$ cat config.mk
export PLATFORM = sky130hd
export DESIGN_NAME = ph_sensor_average_calibrate
export DESIGN_NICKNAME = d
export VERILOG_FILES = /design/src/rtl/core/phsac_pkg.sv /design/src/rtl/core/phsac_accum.sv /design/src/rtl/core/phsac_divide.sv /design/src/rtl/core/phsac_calib.sv /design/src/rtl/core/ph_sensor_average_calibrate.sv
export VERILOG_INCLUDE_DIRS = /design/src /design/src/rtl/core
export SDC_FILE = /design/constraint.sdc
export NUM_CORES = 1
export LEC_CHECK = 0
export BUFFER_PORTS_ARGS = -buffer_cell sky130_fd_sc_hd__clkbuf_2
export CAP_MARGIN = 0
export CORE_MARGIN = 2
export CORE_UTILIZATION = 47
export CTS_BUF_LIST = sky130_fd_sc_hd__clkbuf_4 sky130_fd_sc_hd__clkbuf_8
export CTS_CLUSTER_DIAMETER = 30
export DETAILED_ROUTE_END_ITERATION = 8
export GPL_ROUTABILITY_DRIVEN = 1
export GPL_TIMING_DRIVEN = 1
export PLACE_DENSITY = 0.65
export SLEW_MARGIN = 20
export SYNTH_ARGS = -nofsm -noshare
export SYNTH_HDL_FRONTEND = slang
export SYNTH_HIERARCHICAL = 1
export SYNTH_SLANG_ARGS = --single-unit
$ cat constraint.sdc
create_clock -name clk -period 11.35 [get_ports clk]
set_clock_uncertainty 0.2 [all_clocks]
set_input_delay 2.27 -clock clk [delete_from_list [all_inputs] [get_ports clk]]
set_output_delay 2.27 -clock clk [all_outputs]
set_load 0.05 [all_outputs]
$ cat src/rtl/core/ph_sensor_average_calibrate_macros.svh
// Assertion macros for the pH sensor averager and calibrator.
// Included by modules that carry concurrent assertions; needs clk and rst in scope.
`ifndef PH_SENSOR_AVERAGE_CALIBRATE_MACROS_SVH
`define PH_SENSOR_AVERAGE_CALIBRATE_MACROS_SVH

`ifndef SYNTH
// Condition that must hold at every clock edge outside reset.
`define PHSAC_ASSERT(label, cond) \
  label: assert property (@(posedge clk) disable iff (rst) (cond)) \
    else $error("ph_sensor_average_calibrate: assertion failed");
// Antecedent at one edge implies the consequent at the next edge.
`define PHSAC_ASSERT_NEXT(label, ante, cons) \
  label: assert property (@(posedge clk) disable iff (rst) (ante) |=> (cons)) \
    else $error("ph_sensor_average_calibrate: assertion failed");
`else
`define PHSAC_ASSERT(label, cond)
`define PHSAC_ASSERT_NEXT(label, ante, cons)
`endif

`endif

$ cat src/rtl/core/phsac_pkg.sv
// Shared types and constants for the pH sensor averager and calibrator.
// No dependencies; used by every module of the block.
package phsac_pkg;

  localparam int unsigned SAMPLE_W   = 12;
  localparam int unsigned SUM_W      = 16;
  localparam int unsigned AVG_W      = 12;
  localparam int unsigned PH_W       = 11;
  localparam int unsigned GAIN_W     = 18;
  localparam int unsigned FAULT_W    = 2;
  localparam int unsigned CAT_W      = 3;
  localparam int unsigned CFG_IDX_W  = 3;
  localparam int unsigned CFG_DATA_W = 18;

  localparam int unsigned SAMPLES_DEFAULT = 10;

  // Configuration register indexes.
  localparam logic [CFG_IDX_W-1:0] REG_BREAK_CODE       = 3'd0;
  localparam logic [CFG_IDX_W-1:0] REG_ACID_ANCHOR_PH   = 3'd1;
  localparam logic [CFG_IDX_W-1:0] REG_ACID_GAIN        = 3'd2;
  localparam logic [CFG_IDX_W-1:0] REG_BASE_ANCHOR_CODE = 3'd3;
  localparam logic [CFG_IDX_W-1:0] REG_BASE_ANCHOR_PH   = 3'd4;
  localparam logic [CFG_IDX_W-1:0] REG_BASE_GAIN        = 3'd5;

  // Fault codes.
  localparam logic [FAULT_W-1:0] FAULT_OK   = 2'd0;
  localparam logic [FAULT_W-1:0] FAULT_LOW  = 2'd1;
  localparam logic [FAULT_W-1:0] FAULT_HIGH = 2'd2;

  // Fault limits on the averaged code.
  localparam logic [AVG_W-1:0] AVG_LOW_LIMIT  = 12'd50;
  localparam logic [AVG_W-1:0] AVG_HIGH_LIMIT = 12'd4000;

  // pH categories.
  localparam logic [CAT_W-1:0] CAT_VERY_ACID     = 3'd0;
  localparam logic [CAT_W-1:0] CAT_ACID          = 3'd1;
  localparam logic [CAT_W-1:0] CAT_SLIGHTLY_ACID = 3'd2;
  localparam logic [CAT_W-1:0] CAT_NEUTRAL       = 3'd3;
  localparam logic [CAT_W-1:0] CAT_SLIGHTLY_BASE = 3'd4;
  localparam logic [CAT_W-1:0] CAT_BASE          = 3'd5;
  localparam logic [CAT_W-1:0] CAT_VERY_BASE     = 3'd6;

  // Reset values of the calibration registers.
  localparam logic [AVG_W-1:0]         BREAK_CODE_RST       = 12'd3115;
  localparam logic [PH_W-1:0]          ACID_ANCHOR_PH_RST   = 11'd686;
  localparam logic signed [GAIN_W-1:0] ACID_GAIN_RST        = -18'sd28134;
  localparam logic [AVG_W-1:0]         BASE_ANCHOR_CODE_RST = 12'd2513;
  localparam logic [PH_W-1:0]          BASE_ANCHOR_PH_RST   = 11'd918;
  localparam logic signed [GAIN_W-1:0] BASE_GAIN_RST        = -18'sd25263;

  typedef struct packed {
    logic [AVG_W-1:0]         break_code;
    logic [PH_W-1:0]          acid_anchor_ph;
    logic signed [GAIN_W-1:0] acid_gain;
    logic [AVG_W-1:0]         base_anchor_code;
    logic [PH_W-1:0]          base_anchor_ph;
    logic signed [GAIN_W-1:0] base_gain;
  } cfg_t;

  // A completed group sum on its way to the divider.
  typedef struct packed {
    logic             valid;
    logic [SUM_W-1:0] sum;
  } sum_word_t;

  // An averaged code on its way to the calibrator.
  typedef struct packed {
    logic             valid;
    logic [AVG_W-1:0] avg;
  } avg_word_t;

endpackage

$ cat src/rtl/core/phsac_accum.sv
// Sample accumulator: sums SAMPLES readings and hands the group sum onward.
// Depends on phsac_pkg.
module phsac_accum #(
  parameter int unsigned SAMPLES = phsac_pkg::SAMPLES_DEFAULT
) (
  input  logic                            clk,
  input  logic                            rst,
  input  logic                            in_valid,
  output logic                            in_ready,
  input  logic [phsac_pkg::SAMPLE_W-1:0]  sample,
  output phsac_pkg::sum_word_t            sum_word,
  input  logic                            sum_ready
);

  localparam int unsigned CNT_W = (SAMPLES > 1) ? $clog2(SAMPLES) : 1;
  localparam logic [CNT_W-1:0] LAST = CNT_W'(SAMPLES - 1);

  logic [CNT_W-1:0]            count;
  logic [phsac_pkg::SUM_W-1:0] sum;
  logic [phsac_pkg::SUM_W-1:0] sum_next;
  logic                        last;
  logic                        hold_ready;
  logic                        accept;

  assign last       = (count == LAST);
  assign hold_ready = !sum_word.valid || sum_ready;
  assign in_ready   = !last || hold_ready;
  assign accept     = in_valid && in_ready;
  assign sum_next   = sum + phsac_pkg::SUM_W'(sample);

  always_ff @(posedge clk) begin
    if (rst) begin
      count          <= '0;
      sum            <= '0;
      sum_word.valid <= 1'b0;
    end else begin
      if (hold_ready) begin
        sum_word.valid <= accept && last;
      end
      if (accept) begin
        if (last) begin
          sum_word.sum <= sum_next;
          sum          <= '0;
          count        <= '0;
        end else begin
          sum   <= sum_next;
          count <= count + 1'b1;
        end
      end
    end
  end

endmodule

$ cat src/rtl/core/phsac_divide.sv
// Constant divider: group sum divided by SAMPLES through a reciprocal multiply.
// Depends on phsac_pkg.
module phsac_divide #(
  parameter int unsigned SAMPLES = phsac_pkg::SAMPLES_DEFAULT
) (
  input  logic                 clk,
  input  logic                 rst,
  input  phsac_pkg::sum_word_t sum_word,
  output logic                 sum_ready,
  output phsac_pkg::avg_word_t avg_word,
  input  logic                 avg_ready
);

  // A rounded-up reciprocal is exact when the shift covers the sum width
  // plus the bits of the divisor.
  localparam int unsigned DIV_SHIFT = phsac_pkg::SUM_W + 5;
  localparam int unsigned RECIP_W   = DIV_SHIFT + 1;
  localparam int unsigned PROD_W    = phsac_pkg::SUM_W + RECIP_W;
  localparam logic [RECIP_W-1:0] RECIP =
    RECIP_W'(((64'd1 << DIV_SHIFT) + 64'(SAMPLES) - 64'd1) / 64'(SAMPLES));

  logic [PROD_W-1:0] quot_full;

  assign sum_ready = !avg_word.valid || avg_ready;
  assign quot_full = PROD_W'(sum_word.sum) * PROD_W'(RECIP);

  always_ff @(posedge clk) begin
    if (rst) begin
      avg_word.valid <= 1'b0;
    end else if (sum_ready) begin
      avg_word.valid <= sum_word.valid;
      if (sum_word.valid) begin
        avg_word.avg <= quot_full[DIV_SHIFT +: phsac_pkg::AVG_W];
      end
    end
  end

endmodule

$ cat src/rtl/core/phsac_calib.sv
// Two-segment calibration, rounding, saturation, fault check and category.
// Depends on phsac_pkg; holds the product stage and the result register.
module phsac_calib (
  input  logic                            clk,
  input  logic                            rst,
  input  phsac_pkg::cfg_t                 cfg,
  input  phsac_pkg::avg_word_t            avg_word,
  output logic                            avg_ready,
  output logic                            out_valid,
  input  logic                            out_ready,
  output logic [phsac_pkg::AVG_W-1:0]     avg_code,
  output logic [phsac_pkg::PH_W-1:0]      ph_centi,
  output logic [phsac_pkg::FAULT_W-1:0]   fault,
  output logic [phsac_pkg::CAT_W-1:0]     category
);

  localparam int unsigned DIFF_W = phsac_pkg::AVG_W + 1;
  localparam int unsigned MUL_W  = phsac_pkg::GAIN_W + DIFF_W;
  localparam int unsigned V_W    = 32;

  function automatic logic [phsac_pkg::CAT_W-1:0] classify(
    input logic [phsac_pkg::PH_W-1:0] ph
  );
    if (ph < 11'd300) return phsac_pkg::CAT_VERY_ACID;
    if (ph < 11'd500) return phsac_pkg::CAT_ACID;
    if (ph < 11'd650) return phsac_pkg::CAT_SLIGHTLY_ACID;
    if (ph <= 11'd750) return phsac_pkg::CAT_NEUTRAL;
    if (ph <= 11'd900) return phsac_pkg::CAT_SLIGHTLY_BASE;
    if (ph <= 11'd1200) return phsac_pkg::CAT_BASE;
    return phsac_pkg::CAT_VERY_BASE;
  endfunction

  // Product stage registers.
  logic                             prod_valid;
  logic signed [MUL_W-1:0]          prod;
  logic [phsac_pkg::PH_W-1:0]       prod_anchor_ph;
  logic [phsac_pkg::AVG_W-1:0]      prod_avg;

  logic                             out_free;
  logic                             acid_seg;
  logic [phsac_pkg::AVG_W-1:0]      seg_code;
  logic [phsac_pkg::PH_W-1:0]       seg_ph;
  logic signed [phsac_pkg::GAIN_W-1:0] seg_gain;
  logic signed [DIFF_W-1:0]         diff;
  logic signed [MUL_W-1:0]          prod_next;
  logic signed [V_W-1:0]            v;
  logic [phsac_pkg::PH_W-1:0]       ph_next;
  logic [phsac_pkg::FAULT_W-1:0]    fault_next;

  assign out_free  = !out_valid || out_ready;
  assign avg_ready = !prod_valid || out_free;

  always_comb begin
    acid_seg  = (avg_word.avg >= cfg.break_code);
    seg_code  = acid_seg ? cfg.break_code     : cfg.base_anchor_code;
    seg_ph    = acid_seg ? cfg.acid_anchor_ph : cfg.base_anchor_ph;
    seg_gain  = acid_seg ? cfg.acid_gain      : cfg.base_gain;
    diff      = $signed({1'b0, avg_word.avg}) - $signed({1'b0, seg_code});
    prod_next = MUL_W'(seg_gain) * MUL_W'(diff);
  end

  always_comb begin
    v = $signed({5'd0, prod_anchor_ph, 16'd0}) + $signed({prod[MUL_W-1], prod})
        + 32'sd32768;
    if (v[V_W-1]) begin
      ph_next = '0;
    end else if (v[V_W-2:27] != '0) begin
      ph_next = '1;
    end else begin
      ph_next = v[26:16];
    end
    if (prod_avg < phsac_pkg::AVG_LOW_LIMIT) begin
      fault_next = phsac_pkg::FAULT_LOW;
    end else if (prod_avg > phsac_pkg::AVG_HIGH_LIMIT) begin
      fault_next = phsac_pkg::FAULT_HIGH;
    end else begin
      fault_next = phsac_pkg::FAULT_OK;
    end
  end

  always_ff @(posedge clk) begin
    if (rst) begin
      prod_valid <= 1'b0;
      out_valid  <= 1'b0;
    end else begin
      if (avg_ready) begin
        prod_valid <= avg_word.valid;
        if (avg_word.valid) begin
          prod           <= prod_next;
          prod_anchor_ph <= seg_ph;
          prod_avg       <= avg_word.avg;
        end
      end
      if (out_free) begin
        out_valid <= prod_valid;
        if (prod_valid) begin
          avg_code <= prod_avg;
          ph_centi <= ph_next;
          fault    <= fault_next;
          category <= (fault_next == phsac_pkg::FAULT_OK) ? classify(ph_next)
                                                          : phsac_pkg::CAT_VERY_ACID;
        end
      end
    end
  end

endmodule

$ cat src/rtl/core/ph_sensor_average_calibrate.sv
// pH probe sample averager with two-segment linear calibration (top level).
// Depends on phsac_pkg, phsac_accum, phsac_divide, phsac_calib and the macro header.
//
// Usage: raw 12-bit ADC readings arrive one word per handshake on the
// in_valid/in_ready channel. Every SAMPLES accepted words form a group whose
// truncated average, calibrated centi-pH value, fault code and pH category
// leave as one result word on the out_valid/out_ready channel. All other
// input words give no result.
// Calibration registers are written through cfg_valid/cfg_ready with a
// register index and data; the port is always ready, and writes are meant to
// happen while no group is in flight. Unknown indexes are ignored.
// After the edge that accepts the last sample of a group, its result passes
// the sum, divide, product and result registers. Throughput: one sample per
// cycle while in_ready is high; one result per SAMPLES samples.
// Reset clears the running sum and count, empties the pipeline and loads the
// default calibration. When the receiver stalls, the result holds and the
// stages behind it keep filling; in_ready drops only while the result is
// stalled, every stage holds a group and the accumulator is waiting for the
// final sample of another group.
`include "ph_sensor_average_calibrate_macros.svh"
module ph_sensor_average_calibrate #(
  parameter int unsigned SAMPLES = phsac_pkg::SAMPLES_DEFAULT
) (
  input  logic                              clk,
  input  logic                              rst,
  input  logic                              in_valid,
  output logic                              in_ready,
  input  logic [phsac_pkg::SAMPLE_W-1:0]    sample,
  output logic                              out_valid,
  input  logic                              out_ready,
  output logic [phsac_pkg::AVG_W-1:0]       avg_code,
  output logic [phsac_pkg::PH_W-1:0]        ph_centi,
  output logic [phsac_pkg::FAULT_W-1:0]     fault,
  output logic [phsac_pkg::CAT_W-1:0]       category,
  input  logic                              cfg_valid,
  output logic                              cfg_ready,
  input  logic [phsac_pkg::CFG_IDX_W-1:0]   cfg_index,
  input  logic [phsac_pkg::CFG_DATA_W-1:0]  cfg_data
);

  phsac_pkg::cfg_t      cfg;
  phsac_pkg::sum_word_t sum_word;
  phsac_pkg::avg_word_t avg_word;
  logic                 sum_ready;
  logic                 avg_ready;

  // Register writes keep only the register's own width; the gains take the
  // full 18-bit data word as a two's complement value.
  assign cfg_ready = 1'b1;

  always_ff @(posedge clk) begin
    if (rst) begin
      cfg.break_code       <= phsac_pkg::BREAK_CODE_RST;
      cfg.acid_anchor_ph   <= phsac_pkg::ACID_ANCHOR_PH_RST;
      cfg.acid_gain        <= phsac_pkg::ACID_GAIN_RST;
      cfg.base_anchor_code <= phsac_pkg::BASE_ANCHOR_CODE_RST;
      cfg.base_anchor_ph   <= phsac_pkg::BASE_ANCHOR_PH_RST;
      cfg.base_gain        <= phsac_pkg::BASE_GAIN_RST;
    end else if (cfg_valid && cfg_ready) begin
      unique case (cfg_index)
        phsac_pkg::REG_BREAK_CODE: begin
          cfg.break_code <= cfg_data[phsac_pkg::AVG_W-1:0];
        end
        phsac_pkg::REG_ACID_ANCHOR_PH: begin
          cfg.acid_anchor_ph <= cfg_data[phsac_pkg::PH_W-1:0];
        end
        phsac_pkg::REG_ACID_GAIN: begin
          cfg.acid_gain <= $signed(cfg_data[phsac_pkg::GAIN_W-1:0]);
        end
        phsac_pkg::REG_BASE_ANCHOR_CODE: begin
          cfg.base_anchor_code <= cfg_data[phsac_pkg::AVG_W-1:0];
        end
        phsac_pkg::REG_BASE_ANCHOR_PH: begin
          cfg.base_anchor_ph <= cfg_data[phsac_pkg::PH_W-1:0];
        end
        phsac_pkg::REG_BASE_GAIN: begin
          cfg.base_gain <= $signed(cfg_data[phsac_pkg::GAIN_W-1:0]);
        end
        default: begin
        end
      endcase
    end
  end

  // Accumulator: running sum and count; the completed group sum is registered.
  phsac_accum #(
    .SAMPLES (SAMPLES)
  ) u_accum (
    .clk       (clk),
    .rst       (rst),
    .in_valid  (in_valid),
    .in_ready  (in_ready),
    .sample    (sample),
    .sum_word  (sum_word),
    .sum_ready (sum_ready)
  );

  // Divider: reciprocal multiply of the group sum gives the truncated average.
  phsac_divide #(
    .SAMPLES (SAMPLES)
  ) u_divide (
    .clk       (clk),
    .rst       (rst),
    .sum_word  (sum_word),
    .sum_ready (sum_ready),
    .avg_word  (avg_word),
    .avg_ready (avg_ready)
  );

  // Calibrator: segment select and gain product, then rounding, saturation,
  // fault check and category into the result register.
  phsac_calib u_calib (
    .clk       (clk),
    .rst       (rst),
    .cfg       (cfg),
    .avg_word  (avg_word),
    .avg_ready (avg_ready),
    .out_valid (out_valid),
    .out_ready (out_ready),
    .avg_code  (avg_code),
    .ph_centi  (ph_centi),
    .fault     (fault),
    .category  (category)
  );

  // A faulted result always reports the lowest category.
  `PHSAC_ASSERT(a_fault_category, !out_valid || fault == phsac_pkg::FAULT_OK || category == phsac_pkg::CAT_VERY_ACID)
  // Fault codes agree with the average that is delivered with them.
  `PHSAC_ASSERT(a_fault_low, !out_valid || fault != phsac_pkg::FAULT_LOW || avg_code < phsac_pkg::AVG_LOW_LIMIT)
  `PHSAC_ASSERT(a_fault_high, !out_valid || fault != phsac_pkg::FAULT_HIGH || avg_code > phsac_pkg::AVG_HIGH_LIMIT)
  // Input back pressure only ever comes from a stalled, full result register.
  `PHSAC_ASSERT(a_stall_source, in_ready || (out_valid && !out_ready))
  // A stalled result is still there in the next cycle.
  `PHSAC_ASSERT_NEXT(a_result_held, out_valid && !out_ready, out_valid)

endmodule

# After elaboration in Yosys (flattened, before gate mapping)
# Index checks and enable logic that the tools add are counted.
# Widths: inputs -> output; s select.
# op_classes
bitwise,1
addsub,5
reduce_logical,25
n_eq_ne,6
n_mux,67
magnitude_cmp,9
n_mul,2
# ops
op,count
$mux 3,19
$mux 1,39
$mux 11,3
$add 28x31->32,1
$add 32x17->32 const B,1
$mul 16x16->31 const B,1
$mul 18x13->31,1
$le 11x10->1 const B,2
$lt 11x9->1 const B,2
$mux 18,1
$add 16x12->16,1
$mux 16,1
$sub 12x12->13,1
$ge 12x12->1,1
$gt 12x12->1 const B,1
$lt 12x6->1 const B,1
$mux 12,1
$reduce_and 2->1,6
$reduce_and 3->1,4
$le 11x11->1 const B,1
$lt 11x10->1 const B,1
$eq 3x2->1 const B,2
$eq 3x3->1 const B,2
$logic_not 1->1,5
11 further kinds,17
# totals
out_inout_bits,31
ff_bits,216
wordCells,136
in_bits,38

# Longest topological paths before layout
# Gate-level depths: netlist (run 1).
# logic_depth
ltp_word,46
mapped_depth,41
ltp_nobuf,38

# By module
# The synthesis (run 1) kept the hierarchy.
# by_module_without_submodules
module,n_inst,cells_per_inst,area_per_inst_um2,seq_area_each_um2
phsac_calib,1,1254,12389.4,2052.0
phsac_divide,1,498,4934.7,380.4
ph_sensor_average_calibrate,1,308,3206.8,1641.6
phsac_accum,1,176,1940.6,900.9

# Worst setup path before layout (run 1)
# No wires, ideal clock.
# synth_path
path_type,flip-flop to flip-flop
from,register u_divide/avg_word[0] (netlist name)
to,"register u_calib.prod[25], data pin"
stages_incl_launch_ff,40
setup_time_ns,0.259
period_less_slack_ns,10.575
required_time_ns,10.891
t_arrival_ns,10.116
path_buffers,3
slack_ns,0.775
cell_sequence,edfxtp_1 > inv_1 > ha_1 > nand2b_1 > a2111oi_2 > o32ai_2 > a2111oi_4 > clkbuf_1 > buf_1 > mux2_2 > ha_1 > inv_1 > fa_1 > a21o_1 > a21oi_1 > o21ai_0 > a21oi_1 > o21bai_1 > [... 4 more ...] > nand2b_1 > fa_1 > fa_1 > inv_1 > fa_1 > fa_1 > fa_1 > inv_1 > fa_1 > inv_1 > ha_1 > a211oi_1 > nand3_1 > or3_1 > a31o_2 > a311o_1 > a41oi_1 > xnor2_1
# synth_via
elab_chain_len,4
elab_cells_between_ends,5
cone_classes,add/sub: 1; mul: 1; order compare: 1; mux: 2
# synth_rtl
element,line,source
$ge 12x12->1,phsac_calib.sv:54,acid_seg = (avg_word.avg >= cfg.break_code);
$mux 12,phsac_calib.sv:55,seg_code = acid_seg ? cfg.break_code : cfg.base_anchor_code;
$sub 12x12->13,phsac_calib.sv:58,"diff = $signed({1'b0, avg_word.avg}) - $signed({1'b0, seg_code});"
$mul 18x13->31 *,phsac_calib.sv:59,prod_next = MUL_W'(seg_gain) * MUL_W'(diff);
net u_calib.prod_next[25],phsac_calib.sv:45,logic signed [MUL_W-1:0] prod_next;
end signal: assignment,phsac_calib.sv:89,prod <= prod_next;
end: declaration,phsac_calib.sv:35,logic signed [MUL_W-1:0] prod;
# Mark *: on every way through the listed nets, which the timed path passes. The rest lies on a longest branch.
# A chain may end at the register's enable or synchronous reset.

# Worst setup path in the final report (run 1)
# layout_path
from,register u_divide/avg_word[0] (netlist name)
to,"register u_calib.prod[25], data pin"
# layout_via
elab_chain_len,4
elab_cells_between_ends,5
cone_classes,add/sub: 1; mul: 1; order compare: 1; mux: 2
# layout_rtl
element,line
$ge 12x12->1,phsac_calib.sv:54
$mux 12,phsac_calib.sv:55
$sub 12x12->13,phsac_calib.sv:58
$mul 18x13->31 *,phsac_calib.sv:59
net u_calib.prod_next[25],phsac_calib.sv:45
# Marks and branches as above.

==> results of run 1 <==
[final timing paths]
kind / cells after the start / from / to
max reg2reg: 36 / u_divide/avg_word[0] / u_calib/prod[25]
max: 36 / u_divide/avg_word[0] / u_calib/prod[25]
min: 0 / u_divide/avg_word[0] / u_calib/prod_avg[0]
min reg2reg: 0 / u_divide/avg_word[0] / u_calib/prod_avg[0]
[cells by family (layout without fill, tap and decap cells)]
logic type	after synthesis	in the layout
AND/OR/NAND/NOR	596	596
adder cells (fa/ha/maj)	542	542
buffers and inverters	415	525
AO/OA/AOI/OAI	252	252
flip-flops	201	201
multiplexers	146	146
XOR/XNOR	83	83
other	1	2
[metrics by stage]
step | area, um^2 | hold slack, ns | util, % | instances | setup WS [ns]
2_1_floorplan | 22500 | 0.217 | - | 2236 | 0.775
3_3_place_gp | 23500 | 0.233 | 49.6 | 2879 | 0.865
3_5_place_dp | 23500 | 0.242 | 49.6 | 2879 | 0.665
4_1_cts | 24600 | 0.256 | 51.8 | 2961 | 0.632
5_1_grt | 24600 | 0.271 | 51.8 | 2961 | 0.106
6_report | 24600 | 0.259 | 51.8 | 2962 | 0.611
[worst max-delay path: cells and delay by family, from the launching register on]
family	cells	cell delay [ns]
compound gates	15	4.03
fa+ha+maj	10	4.24
flops	1	0.38
xor+xnor	1	0.10
mux	1	0.27
buf+inv	5	0.31
simple gates	4	0.93
[cell usage in the layout, fill, tap and decap left out, drive strengths merged, types with 10 or more instances in the layout]
master / count
xnor2: 53
a31oi: 11
buf: 22
nor2: 193
mux2i: 114
nor2b: 18
clkbuf: 119
and2: 16
nor3: 14
a21o: 43
mux2: 32
edfxtp: 95
fa: 298
a21oi: 81
inv: 360
nand4: 19
nand2b: 72
o21ai: 22
xor2: 30
nand3: 19
nand2: 184
clkinv: 15
ha: 244
or3: 10
dfxtp: 106
[registers in the layout, indices dropped and copies added, names as in the netlist, 4 cells and up]
signal and count:
u_calib/ph_centi 11, u_calib/prod_anchor_ph 11, u_accum/count 4, u_divide/avg_word 13, u_calib/avg_code 12, u_calib/prod_avg 12
u_accum/sum 16, u_accum/sum_word 17, cfg 82, u_calib/prod 16
[layout make-up]
| cell class | count | area (um^2) | area share [%] |
|---|---|---|---|
| multi-input combinational | 1620 | 16000 | 65.0 |
| sequential | 201 | 4970 | 20.2 |
| inverter | 355 | 1330 | 5.42 |
| tap | 615 | 769 | 3.13 |
| clock buffer | 53 | 692 | 2.81 |
| timing repair buffer | 88 | 495 | 2.02 |
| clock inverter | 29 | 340 | 1.38 |
| antenna | 1 | 2.50 | 0.0102 |
[synth_stat cells (all sizes together), types with 4 or more instances]
cell type	n
nor4	4
a21oi	81
or2	5
mux2i	114
nor3	14
nand2	184
edfxtp	95
a22oi	8
nand3	19
a31o	6
xor2	30
mux2	32
a41oi	8
buf	16
nand4	19
nor3b	6
nor2	193
inv	355
clkbuf	44
a22o	5
or3	10
o2111ai	6
a31oi	11
a21o	43
a21boi	4
ha	244
o21a	7
and4	5
a221oi	5
nand2b	72
and3	8
dfxtp	106
nor2b	18
o21bai	6
xnor2	53
fa	298
o21ai	22
nand3b	4
and2	16
[metal layers]
metal	vias up	wire length, um	GRT usage, %
li1	7533	-	-
met1	7947	24800	30.8
met2	424	27800	41.2
met3	87	2740	3.32
met4	0	1350	6.41
met5	-	0	0
==> flow_metrics.tcl, run 1 <==
set metrics [dict create \
    critPathMaxStageDelay_ns 0.55 \
    ant_nets 0 \
    cts.sinks 201 \
    cts_buffer_depth 3 \
    worstPathMaxFanout 19 \
    final_max_slew_viol_count 0 \
    cp.arrival_ns 10.86 \
    worstSetupStartpointType "flip-flop" \
    synth_mux_area_share_pct 6.68 \
    ys_seq_area_share_pct 22.1 \
    synthXorXnorAreaFrac_pct 3.23 \
    synth_nets 2816 \
    cts-root-buf "clkbuf_8" \
    tns_ns 0 \
    run_status "completed" \
    post-synth-top-area-fraction_pct 26.5 \
    die_area_um2 49600 \
    yosysWarningCount 6 \
    grt_max_degree 115 \
    crit_required_ns 11.47 \
    synthTopCellsByArea "fa_1, ha_1, edfxtp_1" \
    cts_tree "done" \
    cp_common_cell "fa_1" \
    clk_pin_slew_ns 0.06 \
    avgSynthCellArea_um2 10.0 \
    postCtsSetupRepairBufs 0 \
    drive_gt1_share_pct 10.1 \
    synth_area_um2 22500 \
    drv_cap 0 \
    rrSetupSlack_ns 0.61 \
    grt_usage_pct 23.7 \
    slew_headroom_pct 32.0 \
    grt_overflow 0 \
    max_freq_mhz 93.1 \
    synthSimpleGateAreaFrac_pct 12.7 \
    synth_fa_ha_area_share_pct 40.1 \
    grt_pass1_wl_um 92600 \
    hold_viol 0 \
    std_cell_rows 80 \
    hold_path_class "reg -> reg" \
    num-nets-final 2891 \
    worst_pin_slew_ns 1.02 \
    fillCellCount 4359 \
    synth_edf_count 95 \
    yosysUniqueCellTypes 83 \
    synthCells 2236 \
    yosysTopAreaCell "fa_1" \
    cts_resized 0 \
    vias 16000 \
    post-dp-hpwl_um 46200 \
    criticalPathCategory "reg -> reg" \
    die_y_um 223 \
    dr.pass1.iters 7 \
    ctsHtreeMaxLevel 2 \
    avgRoutedWirePerCell_um 19.1 \
    cp_slowest_cell "fa_1" \
    grt_pass1_vias 17300 \
    syn2layout_area_growth_pct 9.38 \
    io-pin-count 69 \
    core_um2 47400 \
    min_period_ns 10.74 \
    synthFlopType "dfxtp_1" \
    die_w_um 223 \
    rsz0062_at_grt "no" \
    vias_per_cell 5.40 \
    ys_async_sr_fraction_pct 0 \
    endpoint_kind "flip-flop" \
    worstSkewPairLatency_ns 0.58 \
    first_iter_violations 1044 \
    initial_utilization_pct 47.4 \
    port_buffers 67 \
    setup_violations 0 \
    place_congestion 0.914 \
    synth_top_family_by_area "adder cells" \
    antenna_found_initial 0 \
    numCtsBuffers 45 \
    cts-hold-fix-buffers 0 \
    drc 0 \
    routed_wl_um 56700 \
    period_share_pct 94.6 \
    synth_compound_area_share_pct 8.12 \
    ys_ff_latch 201 \
]
Power of run 1 is not shown: default switching activity piles up to over one toggle a cycle in this logic, so the estimate is an artifact.
==> run 2: changes to the inputs <==
==> constraint.sdc (replaced) <==
create_clock -name clk -period 11.35 [get_ports clk]
set_clock_uncertainty 0.2 [all_clocks]
set_input_delay 0 -clock clk [delete_from_list [all_inputs] [get_ports clk]]
set_output_delay 0 -clock clk [all_outputs]
set_load 0.05 [all_outputs]
==> run 2 against run 1 <==
Maximum frequency barely moved. First-iteration DRC count rose by 5.7%. Routed wire length rose by 0.87%. Sequential share of layout area fell by 0.43 points.
==> flow_metrics.tcl, run 2 (synthesis results as in run 1) <==
set metrics [dict create \
    run_status "completed" \
    tns_ns 0 \
    first_iter_violations 1103 \
    period_share_pct 94.6 \
    hold_end "cfg[57]" \
    slew_headroom_pct 32.9 \
    final_max_slew_viol_count 0 \
    endpoint_kind "flip-flop" \
    layout_commonest_cell "inv_1" \
    hold_path_class "in -> reg" \
    io-pin-count 69 \
    grt_max_degree 115 \
    worstSkewPairLatency_ns 0.58 \
    die_w_um 223 \
    grt_pass1_vias 17600 \
    rsz0062_at_grt "no" \
    num-nets-final 2945 \
    drive_gt1_share_pct 9.83 \
    core_um2 47400 \
    reg_top3 "cfg (82), u_accum/sum_word (17)" \
    cts_buffer_depth 3 \
    hp-start "cfg_data[16]" \
    cts_tree "done" \
    worstSetupStartpointType "flip-flop" \
    largest_register_ffs 82 \
    ctsHtreeMaxLevel 2 \
    reg2reg_depth 36 \
    place_congestion 0.914 \
    drc 0 \
    criticalPathCategory "reg -> reg" \
    grt_usage_pct 23.8 \
    top_register "cfg" \
    drv_cap 0 \
    cp_slowest_cell "fa_1" \
    reg2reg_to "u_calib/prod[25]" \
    cts-root-buf "clkbuf_8" \
    max_freq_mhz 93.1 \
    die_y_um 223 \
    ant_nets 0 \
    syn2layout_area_growth_pct 11.8 \
    min_period_ns 10.74 \
    std_cell_rows 80 \
    numCtsBuffers 45 \
    routed_wl_um 57200 \
    postCtsSetupRepairBufs 0 \
    antenna_found_initial 0 \
    rrSetupSlack_ns 0.61 \
    r2r_start "u_divide/avg_word[0]" \
    cts_resized 0 \
    clk_pin_slew_ns 0.06 \
    worstPathMaxFanout 19 \
    cp.arrival_ns 10.85 \
    die_area_um2 49600 \
    post-dp-hpwl_um 46200 \
    worst_pin_slew_ns 1.01 \
    critPathMaxStageDelay_ns 0.55 \
    worstHoldPathCells 4 \
    cp_common_cell "fa_1" \
    initial_utilization_pct 47.4 \
    hold_viol 0 \
    grt_pass1_wl_um 93500 \
    port_buffers 67 \
    avgRoutedWirePerCell_um 19.0 \
    crit_required_ns 11.47 \
    vias 16200 \
    antennaDiodeCount 0 \
    final_cell_mix "inv_1, fa_1, ha_1, nor2_1, nand2_1" \
    dr.pass1.iters 7 \
    vias_per_cell 5.37 \
    cts.sinks 201 \
    grt_overflow 0 \
    setup_violations 0 \
]
-- run 2: what timing repair did --
action                                  CTS  global route
hold endpoints to repair                159             0
hold buffers                             54             0
endpoints found under the setup margin    0             2
-- run 2: worst max path at each step --
stage                               startpoint          endpoint  slack [ns]  cells past startpoint
after global placement    u_divide/avg_word[0]  u_calib/prod[25]        0.87                     36
after detailed placement  u_divide/avg_word[0]  u_calib/prod[25]        0.66                     36
after global routing      u_divide/avg_word[0]  u_calib/prod[29]        0.11                     36
final                     u_divide/avg_word[0]  u_calib/prod[25]        0.61                     36
after CTS                 u_divide/avg_word[0]  u_calib/prod[25]        0.63                     36
after floorplan           u_divide/avg_word[0]  u_calib/prod[25]        0.78                     39
-- run 2: metrics by stage --
step           instances  setup slack, ns  hold WS [ns]  instance area (um^2)  util (%)
3_5_place_dp        2879            0.665        0.0894                 23500      49.6
3_3_place_gp        2879            0.865        0.0748                 23500      49.6
5_1_grt             3015            0.106        0.0639                 25100      52.9
2_1_floorplan       2236            0.775        -0.128                 22500         -
6_report            3015            0.613        0.0656                 25100      52.9
4_1_cts             3015            0.632        0.0361                 25100      52.9
-- run 2: critical path, delay by kind of cell (launching register included) --
kind	cells	cell delay [ns]
flops	1	0.38
xor+xnor	1	0.09
compound gates	15	4.01
simple gates	4	0.93
mux	1	0.28
buf+inv	5	0.31
fa+ha+maj	10	4.25
-- run 2: area by class of cell --
type | instances | area [um^2]
Fill cell | 4324 | 22300
Tap cell | 615 | 769
Clock buffer | 53 | 692
Sequential cell | 201 | 4970
Inverter | 355 | 1330
Clock inverter | 29 | 340
Multi-Input combinational cell | 1620 | 16000
Timing Repair Buffer | 142 | 1040
-- run 2: metal layers --
| layer | vias up | part of all wire, % | GRT usage [%] |
|---|---|---|---|
| li1 | 7646 | - | - |
| met1 | 8060 | 44 | 31.0 |
| met2 | 414 | 49 | 41.8 |
| met3 | 82 | 4.6 | 3.19 |
| met4 | 0 | 2.3 | 6.37 |
| met5 | - | 0 | 0 |
Power of run 2 is left out for the same reason.
